`config.mk`:
```
export PLATFORM = sky130hd
export DESIGN_NAME = iupac_allele_merge_flat
export DESIGN_NICKNAME = d
export VERILOG_FILES = /design/src/rtl/iam_pkg.sv /design/src/rtl/iam_in_if.sv /design/src/rtl/iam_out_if.sv /design/src/rtl/iam_decode.sv /design/src/rtl/iam_merge.sv /design/src/rtl/iupac_allele_merge.sv /design/src/flat_wrapper.sv
export SDC_FILE = /design/constraint.sdc
export NUM_CORES = 1
export LEC_CHECK = 0
export BUFFER_PORTS_ARGS = -buffer_cell sky130_fd_sc_hd__buf_2
export CORE_UTILIZATION = 51
export CTS_CLUSTER_DIAMETER = 150
export CTS_CLUSTER_SIZE = 10
export DETAILED_ROUTE_END_ITERATION = 7
export PLACE_DENSITY = 0.73
export RECOVER_POWER = 25
export REMOVE_ABC_BUFFERS = 1
export SYNTH_ARGS = -nofsm -noshare
export SYNTH_HDL_FRONTEND = slang
export SYNTH_HIERARCHICAL = 1
export SYNTH_SLANG_ARGS = --single-unit
export TNS_END_PERCENT = 5
```
`constraint.sdc`:
```
create_clock -name clk -period 3.44 [get_ports clk]
set_input_delay 0.172 -clock clk [delete_from_list [all_inputs] [get_ports clk]]
set_output_delay 0.172 -clock clk [all_outputs]
set_load 0.05 [all_outputs]
```
`src/rtl/iam_pkg.sv`:
```
`timescale 1ns / 1ps
// ----------------------------------------------------------------------------
// iam_pkg
// Shared types, character constants and IUPAC decode/encode helpers for the
// allele merge block.
// ----------------------------------------------------------------------------
package iam_pkg;

    typedef logic [7:0] char_t;
    typedef logic [3:0] base_mask_t;

    // ascii characters used by the case and code logic
    localparam char_t CHAR_LC_A = 8'h61;
    localparam char_t CHAR_LC_Z = 8'h7a;
    localparam char_t CHAR_UC_A = 8'h41;
    localparam char_t CHAR_UC_Z = 8'h5a;
    localparam char_t CHAR_UC_C = 8'h43;
    localparam char_t CHAR_UC_G = 8'h47;
    localparam char_t CHAR_UC_T = 8'h54;
    localparam char_t CASE_OFFSET = 8'h20;

    // iupac letter for each base mask (A=8, C=4, G=2, T=1), empty mask is '?'
    localparam char_t CODE_TABLE [16] = '{
        8'h3f, 8'h54, 8'h47, 8'h4b, 8'h43, 8'h59, 8'h53, 8'h42,
        8'h41, 8'h57, 8'h52, 8'h44, 8'h4d, 8'h48, 8'h56, 8'h4e
    };

    // one registered item between the decode and merge stages
    typedef struct packed {
        logic       valid;
        base_mask_t allele_mask;
        char_t      ref_base;
        logic       minus_strand;
        logic       last_char;
    } iam_stage_t;

    // uppercase for a..z only
    function automatic char_t to_upper(input char_t c);
        return (c >= CHAR_LC_A && c <= CHAR_LC_Z) ? c - CASE_OFFSET : c;
    endfunction

    // letter to base mask, anything outside the table gives zero
    function automatic base_mask_t decode_mask(input char_t c);
        char_t      u;
        base_mask_t m;
        u = to_upper(c);
        m = '0;
        for (int i = 1; i < 16; i++)
        begin
            if (CODE_TABLE[i] == u)
                m = m | 4'(i);
        end
        return m;
    endfunction

    // complement strand: A<->T, C<->G (bit reversal)
    function automatic base_mask_t swap_strand(input base_mask_t m);
        return {m[0], m[1], m[2], m[3]};
    endfunction

endpackage

```
`src/rtl/iam_in_if.sv`:
```
`timescale 1ns / 1ps
// ----------------------------------------------------------------------------
// iam_in_if
// Valid/ready channel carrying one allele character with its reference base.
// ----------------------------------------------------------------------------
interface iam_in_if;
    logic                  valid;
    logic                  ready;
    iam_pkg::char_t        allele_char;
    iam_pkg::char_t        ref_base;
    logic                  minus_strand;
    logic                  last_char;

    modport source (output valid, allele_char, ref_base, minus_strand, last_char,
                    input ready);
    modport sink   (input valid, allele_char, ref_base, minus_strand, last_char,
                    output ready);
endinterface

```
`src/rtl/iam_out_if.sv`:
```
`timescale 1ns / 1ps
// ----------------------------------------------------------------------------
// iam_out_if
// Valid/ready channel carrying one merged base with its status flags.
// ----------------------------------------------------------------------------
interface iam_out_if;
    logic                  valid;
    logic                  ready;
    iam_pkg::char_t        merged_base;
    logic                  changed;
    logic                  differing;

    modport source (output valid, merged_base, changed, differing, input ready);
    modport sink   (input valid, merged_base, changed, differing, output ready);
endinterface

```
`src/rtl/iam_decode.sv`:
```
`timescale 1ns / 1ps
// ----------------------------------------------------------------------------
// iam_decode
// Input register stage: takes a character beat and stores its decoded
// base mask together with the reference base and flags.
// ----------------------------------------------------------------------------
module iam_decode (
    input  logic                clk,
    input  logic                rst_n,
    iam_in_if.sink              allele_in,
    input  logic                take,
    output iam_pkg::iam_stage_t stage
);

    logic               valid_reg;
    iam_pkg::base_mask_t mask_reg;
    iam_pkg::char_t     ref_reg;
    logic               minus_reg;
    logic               last_reg;
    logic               in_ready;

    // stage is free when empty or being drained this cycle
    assign in_ready        = !valid_reg || take;
    assign allele_in.ready = in_ready;

    // valid bit
    always_ff @(posedge clk or negedge rst_n)
    begin
        if (!rst_n)
            valid_reg <= 1'b0;
        else if (in_ready)
            valid_reg <= allele_in.valid;
    end

    // payload, decoded on capture
    always_ff @(posedge clk)
    begin
        if (allele_in.valid && in_ready)
        begin
            mask_reg  <= iam_pkg::decode_mask(allele_in.allele_char);
            ref_reg   <= allele_in.ref_base;
            minus_reg <= allele_in.minus_strand;
            last_reg  <= allele_in.last_char;
        end
    end

    assign stage = '{valid:        valid_reg,
                     allele_mask:  mask_reg,
                     ref_base:     ref_reg,
                     minus_strand: minus_reg,
                     last_char:    last_reg};

endmodule

```
`src/rtl/iam_merge.sv`:
```
`timescale 1ns / 1ps
// ----------------------------------------------------------------------------
// iam_merge
// Accumulates allele masks and, on the last character, merges them with the
// reference base into an IUPAC letter held in the result register.
// ----------------------------------------------------------------------------
module iam_merge (
    input  logic                clk,
    input  logic                rst_n,
    input  iam_pkg::iam_stage_t stage,
    output logic                take,
    iam_out_if.source           result_out
);

    iam_pkg::base_mask_t acc_reg;
    iam_pkg::base_mask_t acc_next;
    logic                out_valid_reg;
    logic                out_valid_next;
    iam_pkg::char_t      merged_reg;
    logic                changed_reg;
    logic                differing_reg;

    iam_pkg::base_mask_t acc_or;
    iam_pkg::base_mask_t obs;
    iam_pkg::base_mask_t ref_mask;
    iam_pkg::char_t      ref_up;
    iam_pkg::char_t      code;
    iam_pkg::char_t      merged;
    logic                ambig;
    logic                in_rep;
    logic                chg;
    logic                emit;

    // a non-final beat always drains; a final one needs room in the result reg
    assign take = stage.valid &&
                  (!stage.last_char || !out_valid_reg || result_out.ready);
    assign emit = take && stage.last_char;

    // merge datapath
    always_comb
    begin
        acc_or   = acc_reg | stage.allele_mask;
        obs      = stage.minus_strand ? iam_pkg::swap_strand(acc_or) : acc_or;
        ref_up   = iam_pkg::to_upper(stage.ref_base);
        ref_mask = iam_pkg::decode_mask(stage.ref_base);
        ambig    = !(ref_up == iam_pkg::CHAR_UC_A || ref_up == iam_pkg::CHAR_UC_C ||
                     ref_up == iam_pkg::CHAR_UC_G || ref_up == iam_pkg::CHAR_UC_T);
        in_rep   = stage.ref_base >= iam_pkg::CHAR_LC_A &&
                   stage.ref_base <= iam_pkg::CHAR_LC_Z;
        code     = iam_pkg::CODE_TABLE[ref_mask | obs];
        chg      = code != ref_up;
        if (!chg)
            merged = stage.ref_base;
        else if (in_rep && code >= iam_pkg::CHAR_UC_A && code <= iam_pkg::CHAR_UC_Z)
            merged = code + iam_pkg::CASE_OFFSET;
        else
            merged = code;
    end

    // accumulator and result valid next state
    always_comb
    begin
        acc_next = acc_reg;
        if (take)
            acc_next = stage.last_char ? '0 : acc_or;
        if (emit)
            out_valid_next = 1'b1;
        else if (result_out.ready)
            out_valid_next = 1'b0;
        else
            out_valid_next = out_valid_reg;
    end

    always_ff @(posedge clk or negedge rst_n)
    begin
        if (!rst_n)
        begin
            acc_reg       <= '0;
            out_valid_reg <= 1'b0;
        end
        else
        begin
            acc_reg       <= acc_next;
            out_valid_reg <= out_valid_next;
        end
    end

    // result payload
    always_ff @(posedge clk)
    begin
        if (emit)
        begin
            merged_reg    <= merged;
            changed_reg   <= chg;
            differing_reg <= ambig && (obs != ref_mask);
        end
    end

    assign result_out.valid       = out_valid_reg;
    assign result_out.merged_base = merged_reg;
    assign result_out.changed     = changed_reg;
    assign result_out.differing   = differing_reg;

    // a final beat always produces a result beat
    a_emit_valid: assert property (@(posedge clk) disable iff (!rst_n)
        emit |=> out_valid_reg)
        else $error("final beat did not load result register");

    // accumulator clears after a final beat
    a_acc_clear: assert property (@(posedge clk) disable iff (!rst_n)
        emit |=> acc_reg == '0)
        else $error("accumulator not cleared after final beat");

    // accumulator only moves when a beat drains
    a_acc_hold: assert property (@(posedge clk) disable iff (!rst_n)
        !take |=> $stable(acc_reg))
        else $error("accumulator changed without a beat");

    // no overwrite of a pending result
    a_no_overwrite: assert property (@(posedge clk) disable iff (!rst_n)
        out_valid_reg && !result_out.ready |-> !emit)
        else $error("pending result overwritten");

endmodule

```
`src/rtl/iupac_allele_merge.sv`:
```
`timescale 1ns / 1ps
// ----------------------------------------------------------------------------
// iupac_allele_merge
// Merges an observed-allele string with a reference base into an IUPAC
// ambiguity letter.
// ----------------------------------------------------------------------------
// One character beat is accepted every cycle while no final beat is held up. Each
// beat is decoded in the input register stage, ORed into the allele mask accumulator
// in the merge stage, and the beat marked last_char loads the result register; a
// result is offered once its final character has passed both registers. A stalled
// result register holds up only final beats and the characters behind them; other
// characters keep flowing. The accumulator clears after every final beat.
module iupac_allele_merge (
    input  logic      clk,
    input  logic      rst_n,
    iam_in_if.sink    allele_in,
    iam_out_if.source result_out
);

    iam_pkg::iam_stage_t stage;
    logic                take;

    iam_decode u_decode (
        .clk       (clk),
        .rst_n     (rst_n),
        .allele_in (allele_in),
        .take      (take),
        .stage     (stage)
    );

    iam_merge u_merge (
        .clk        (clk),
        .rst_n      (rst_n),
        .stage      (stage),
        .take       (take),
        .result_out (result_out)
    );

endmodule
```
`src/flat_wrapper.sv`:
```
// flat-port wrapper written by rule: the top's interface ports become plain ports
module iupac_allele_merge_flat 
  (clk, rst_n, allele_in_valid, allele_in_allele_char, allele_in_ref_base, allele_in_minus_strand, allele_in_last_char, allele_in_ready, result_out_valid, result_out_merged_base, result_out_changed, result_out_differing, result_out_ready);
  iam_in_if allele_in_i ();
  iam_out_if result_out_i ();
  input  logic clk;
  input  logic rst_n;
  input wire logic [$bits(allele_in_i.valid)-1:0] allele_in_valid;
  input wire logic [$bits(allele_in_i.allele_char)-1:0] allele_in_allele_char;
  input wire logic [$bits(allele_in_i.ref_base)-1:0] allele_in_ref_base;
  input wire logic [$bits(allele_in_i.minus_strand)-1:0] allele_in_minus_strand;
  input wire logic [$bits(allele_in_i.last_char)-1:0] allele_in_last_char;
  output wire logic [$bits(allele_in_i.ready)-1:0] allele_in_ready;
  output wire logic [$bits(result_out_i.valid)-1:0] result_out_valid;
  output wire logic [$bits(result_out_i.merged_base)-1:0] result_out_merged_base;
  output wire logic [$bits(result_out_i.changed)-1:0] result_out_changed;
  output wire logic [$bits(result_out_i.differing)-1:0] result_out_differing;
  input wire logic [$bits(result_out_i.ready)-1:0] result_out_ready;
  assign allele_in_i.valid = allele_in_valid;
  assign allele_in_i.allele_char = allele_in_allele_char;
  assign allele_in_i.ref_base = allele_in_ref_base;
  assign allele_in_i.minus_strand = allele_in_minus_strand;
  assign allele_in_i.last_char = allele_in_last_char;
  assign allele_in_ready = allele_in_i.ready;
  assign result_out_valid = result_out_i.valid;
  assign result_out_merged_base = result_out_i.merged_base;
  assign result_out_changed = result_out_i.changed;
  assign result_out_differing = result_out_i.differing;
  assign result_out_i.ready = result_out_ready;
  iupac_allele_merge u_core (.clk(clk), .rst_n(rst_n), .allele_in(allele_in_i), .result_out(result_out_i));
endmodule
```
# ---- After elaboration in Yosys (flattened, before gate mapping)
# Memories as Yosys holds them, arrays and structs flattened.
# Cells that the tools add are included.
dict set report word_totals {
  inputBits 22
  n_memories 1
  elab_cells 121
  rom_bits 128
  ff_bits 30
}
dict set report classes {
  eq_ne 36
  n_mux 36
  order_cmp 7
  n_bitwise 3
  reduce_logical 22
  n_addsub 3
}
# name depth width rd rd_ports_with_merged_regs wr line_no
set memory_table {}
lappend memory_table {{(no name shown)} 16 8 1 0 0 iam_merge.sv:50} ;# code = iam_pkg::CODE_TABLE[ref_mask | obs];
# cell n
set ops {}
lappend ops {{7-bit by 8-bit == test with 1-bit output (first input constant)} 30}
lappend ops {{8-bit two-way mux} 6}
lappend ops {{4-bit two-way mux} 10}
lappend ops {{8-bit by 7-bit == test with 1-bit output (second input constant)} 4}
lappend ops {{8-bit by 7-bit greater-or-equal comparator with 1-bit output (second input constant)} 3}
lappend ops {{8-bit by 7-bit <= comparator with 1-bit output (second input constant)} 3}
lappend ops {{3-bit two-way mux} 8}
lappend ops {{8-bit by 6-bit subtractor with 8-bit output (second input constant)} 2}
lappend ops {{2-bit two-way mux} 6}
lappend ops {{8-bit by 6-bit adder with 8-bit output (second input constant)} 1}
lappend ops {{1-bit logical AND} 8}
lappend ops {{8-bit != test} 1}
lappend ops {{4-bit bitwise OR} 2}
lappend ops {{8-bit OR reduction} 1}
lappend ops {{1-bit logical OR} 6}
lappend ops {{1-bit two-way mux} 6}
lappend ops {{5-bit greater-or-equal comparator (second input constant)} 1}
lappend ops {{4-bit NOT with 5-bit output} 1}
lappend ops {{1-bit zero test} 4}
lappend ops {{4-bit != test} 1}
lappend ops {{4-bit OR reduction} 1}
lappend ops {{2-bit nonzero test} 1}
lappend ops {{2-bit OR reduction} 1}

# ---- Depth between registers and ports, before layout
dict set report logic_depth {
  ltp_word 29
  depth_mapped 15
  depth_no_buf 14
}

# ---- Hierarchy
# The synthesis kept the hierarchy.
# mod n_inst area_each_um2 cells_each
set modules_own_cells {}
lappend modules_own_cells {iam_merge 1 1325.0 150}
lappend modules_own_cells {iam_decode 1 819.5 70}

# ---- Least setup slack after synthesis
# No wires, ideal clock.
dict set report synth_timing {
  path_type {reg2reg}
  start {reg u_core.u_decode.ref_reg[5]}
  end {reg u_core.u_merge.merged_reg[5], in the netlist u_core/u_merge/result_out.merged_base[5], data pin}
  path_slack_ns 0.079
  setup_time_ns 0.260
  path_buffers 0
  arrival_ns 3.101
  stages_incl_launch_ff 14
  path_cell_list {edfxtp_1 > inv_1 > ha_1 > o41ai_2 > nand2_1 > a211o_1 > ha_1 > inv_1 > ha_1 > inv_1 > mux4_2 > or3_1 > o22ai_1 > o21ai_1}
}
dict set report synth_between {
  elab_chain_cells 29
  elab_cells_between_ends 48
}
# item line_no
set synth_rtl {}
lappend synth_rtl {{from (decl)} iam_decode.sv:17} ;# iam_pkg::char_t ref_reg;
lappend synth_rtl {{from (signal assigned)} iam_decode.sv:41} ;# ref_reg <= allele_in.ref_base;
lappend synth_rtl {{8-bit by 7-bit greater-or-equal comparator with 1-bit output or 8-bit by 7-bit <= comparator with 1-bit output (tied branches)} {iam_pkg.sv:39, iam_merge.sv:48, iam_merge.sv:49}}
lappend synth_rtl {{1-bit logical AND} {iam_pkg.sv:39, iam_merge.sv:48}}
lappend synth_rtl {{8-bit two-way mux} iam_pkg.sv:39} ;# return (c >= CHAR_LC_A && c <= CHAR_LC_Z) ? c - CASE_OFFSET : c;
lappend synth_rtl {{7-bit by 8-bit == test with 1-bit output} iam_pkg.sv:50} ;# if (CODE_TABLE[i] == u)
lappend synth_rtl {{1-bit two-way mux} iam_pkg.sv:50}
lappend synth_rtl {{2-bit two-way mux (2 in series)} iam_pkg.sv:50}
lappend synth_rtl {{3-bit two-way mux (4 in series)} iam_pkg.sv:50}
lappend synth_rtl {{4-bit two-way mux (8 in series)} iam_pkg.sv:50}
lappend synth_rtl {{4-bit bitwise OR} iam_merge.sv:50}
lappend synth_rtl {{4-bit NOT with 5-bit output (implied by the code)} iam_merge.sv:50}
lappend synth_rtl {{memory 16 x 8 bit} --}
lappend synth_rtl {{8-bit two-way mux (implied by the code) (2 in series)} iam_merge.sv:50}
lappend synth_rtl {{8-bit by 7-bit greater-or-equal comparator with 1-bit output} iam_merge.sv:54} ;# else if (in_rep && code >= iam_pkg::CHAR_UC_A && code <= iam_pkg::CHAR_UC_Z)
lappend synth_rtl {{1-bit logical AND (2 in series)} iam_merge.sv:54}
lappend synth_rtl {{8-bit two-way mux} iam_merge.sv:54}
lappend synth_rtl {{8-bit two-way mux *} iam_merge.sv:52} ;# if (!chg)
lappend synth_rtl {{net u_core.u_merge.merged[5]} iam_merge.sv:28} ;# iam_pkg::char_t merged;
lappend synth_rtl {{to (signal assigned)} iam_merge.sv:93} ;# merged_reg <= merged;
lappend synth_rtl {{to (decl)} iam_merge.sv:19} ;# iam_pkg::char_t merged_reg;
# The timed path passes the listed nets; every way through them passes the cells marked *. The select of a mux whose other input is x is not followed.
# A chain may end at the register's enable or synchronous reset.

# ---- Final worst setup path
# Same ends and word-level chain as after synthesis.

==> summary.txt <==
Status
  • Outcome: complete, no violations

Timing
  • Final Cycle Share: 96.1%
  • Setup TNS: 0 ps
  • Fmax: 302 MHz
  • Minimum clock period: 3310 ps
  • Post-route setup slack: 134 ps
  • Slew of the pin with the lowest slew margin: 674 ps
  • Worst clock skew: around 7.5 ps
  • Max-slew violations: 0
  • Final hold viol count: 0
  • Setup violators final: 0
  • RSZ-0062 raised after global routing: false
  • Worst relative slew slack: 55.0%

Min path
  • Tightest Hold Check Type: primary input to register
  • Hold path startpoint: allele_in_last_char
  • Hold Crit Depth: 1

Route
  • Met1 WL: 1860 µm
  • WL final: 4230 µm
  • Via-to-Cell Ratio: 5.68
  • Post-DRT Antenna Nets: 0
  • Drt first pass iters: 4
  • Max Used Layer: met4
  • Detailed Route Iter0 Violations: 90
  • DR WL met2: 2150 µm
  • Drt wl/cell: 13.6 µm
  • DR WL met3: 143 µm
  • Drc violations: 0
  • Routed via count: 1,773

Synthesis
  • Syn_area_per_cell: a little under 10 µm²
  • FF+latch count, synth: 30
  • Synth Flop Type: edfxtp_1
  • Synth unique cells: 62
  • Yosys warning count: 6
  • Number of flops mapped to enable cells by yosys: 24
  • Syn Inst Count: 220
  • Synthesized area: 2140 µm²
  • Area leader, netlist: edfxtp_1
  • Async SR Flop Fraction: 20.0%
  • Synth top area cells: edfxtp_1, dfrtp_1, ha_1, nor2_1, nand2b_1
  • Sequential area share after synthesis: 40.6%
  • Share of the synthesized area in the top cell type: around a third

Layout
  • Layout Nets: 295
  • Final Cell Area: 2530 µm²
  • Most frequent cells in the layout: buf_2, edfxtp_1, nor2_1
  • Commonest non-fill, non-tap cell in the layout: buf_2
  • Syn-to-layout area delta: 17.9%
  • ANT cells: 0
  • Fraction of layout cells with a size suffix above 1: 29.4%
  • FILL cells: 364

Placement
  • Placed cell area: 2370 µm²
  • I/O Buffers: 33
  • Hpwl dp: 3030 µm
  • Post-Place Setup Slack: 0.733 ps
  • Global placer's final weighted congestion: slightly above 0.8

Floorplanning
  • Initial Util: 53.2%
  • Full die area: 4470 µm²
  • Core Footprint: 4030 µm²
  • Horiz. Die Dim: 66.8 µm
  • Row count: 23
  • Die height: around 67 µm
  • Total I/O pin count: 34

Global route
  • Largest net degree at the start of global routing: 16
  • Vias in the first global route: 1,566
  • Gr ovfl total: 0
  • Total track usage: 21.0%
  • Initial antenna violation count: 0
  • First-pass GRT wire length: just under 7000 µm

Setup path
  • Critical R2R Launch: u_core/u_decode/ref_reg[5]
  • Crit Path Class: register to register
  • CP Cell Sequence: inv_2 > ha_1 > o41ai_2 > nand2_1 > a211o_1 > ha_2 > inv_2 > ha_2 > inv_1 > mux4_2 > or3_1 > o22ai_1 > o21ai_1
  • Worst Reg2Reg Path Length in Cells: 13
  • Worst Setup SP: u_core/u_decode/ref_reg[5]
  • CP arrival: ~3400 ps
  • Top delay family on crit path: compound AO/OA/AOI/OAI gates
  • Req. time, crit path: 3480 ps
  • Instance count on the critical path: 13
  • Slowest cell on crit path: mux4_2
  • Max incr delay on CP: 510 ps
  • Critical Path Start Type: register
  • Critical path peak fanout: 4
  • Critical Path Sink Type: register
  • Worst Path Buf+Inv: 3

CTS
  • CTS clk-pin slew, worst paths: ~70 ps
  • Clock sinks: 30
  • Bufs on Longest Clock Path: 2
  • TritonCTS clock tree: yes
  • Clk Latency, worst-skew pair: around 290 ps
  • H-tree depth: 2
  • CTS Root Cell: clkbuf_8
  • CTS Buf Count: 5

Pwr
  • LEAKAGE: between 0.001 and 0.0015 µW
  • Peak VDD IR: around 230 µV
  • PwrDens: 503 nW/µm²

Flow run
  • Maxcap violations: 0
[final cells by class]
type                       count  area [µm²]  area share, %
clock buffer                   5        68.8           2.72
timing repair buffer          50         293           11.6
multi-input combinational    160        1140           45.1
inverter                      14        52.6           2.08
tap                           50        62.6           2.47
clock inverter                 3        40.0           1.58
sequential                    30         871           34.4
[cell families after synthesis]
family                     synth area share, %
AOI/OAI and AO/OA                         18.0
xor gates and xnor gates                  3.68
adders and majority gates                 7.47
buffers and inverters                     7.00
DFF                                       40.6
muxes                                     5.54
other                                    0.175
and+or+nand+nor                           17.5
[per-layer routing]
metal / vias up / global-route usage (%)
met5: - / 0
met4: 0 / 10.1
met3: 7 / 4.62
met2: 43 / 35.2
met1: 838 / 25.1
li1: 885 / -
[final timing paths]
check	to	slack [ps]
max reg2reg	u_core/u_merge/result_out.merged_base[5]	130
min	u_core/u_decode/last_reg	50
max	u_core/u_merge/result_out.merged_base[5]	130
min reg2reg	u_core/u_merge/acc_reg[1]	500
max in group asynchronous	u_core/u_decode/valid_reg	2900
min in group asynchronous	u_core/u_merge/result_out.valid	290
[timing repair]
item,in CTS,in global routing
resized for setup,0,8
hold buffers,1,0
endpoints found under the hold margin,6,0
cloned,0,0
setup endpoints to repair,1,2
setup buffers,1,2
pin swaps,1,1
[synth_stat cells, drive strengths merged (2+ instances only)]
library cell / number
edfxtp: 24
nor2: 20
buf: 14
inv: 14
ha: 12
a21oi: 11
nand2: 11
nand2b: 10
nor3: 8
o21ai: 7
dfrtp: 6
nand3: 6
xnor2: 6
mux2: 5
a211oi: 4
a31oi: 4
and2: 4
mux2i: 4
o22ai: 4
a21boi: 3
xor2: 3
a32oi: 2
clkbuf: 2
nand4: 2
nor2b: 2
o211ai: 2
o32a: 2
o41ai: 2
or2: 2
or3: 2
or4: 2
[power breakdown]
group          switching [µW]  total (µW)  internal, µW
registers                16.9         461           444
logic                     272         459           187
clock network             139         351           213
total                     428        1270           844
[stage by stage]
stage	std cells	hold slack [ps]	util [%]	power, µW
3_3_place_gp	300	4.41	58.9	893
5_1_grt	312	43.8	62.8	1350
3_5_place_dp	300	5.15	58.9	906
6_report	312	51.9	62.8	1270
4_1_cts	310	46.5	62.0	1260
2_1_floorplan	204	-124	-	779
Note: power is estimated with default switching activity, not from simulation.
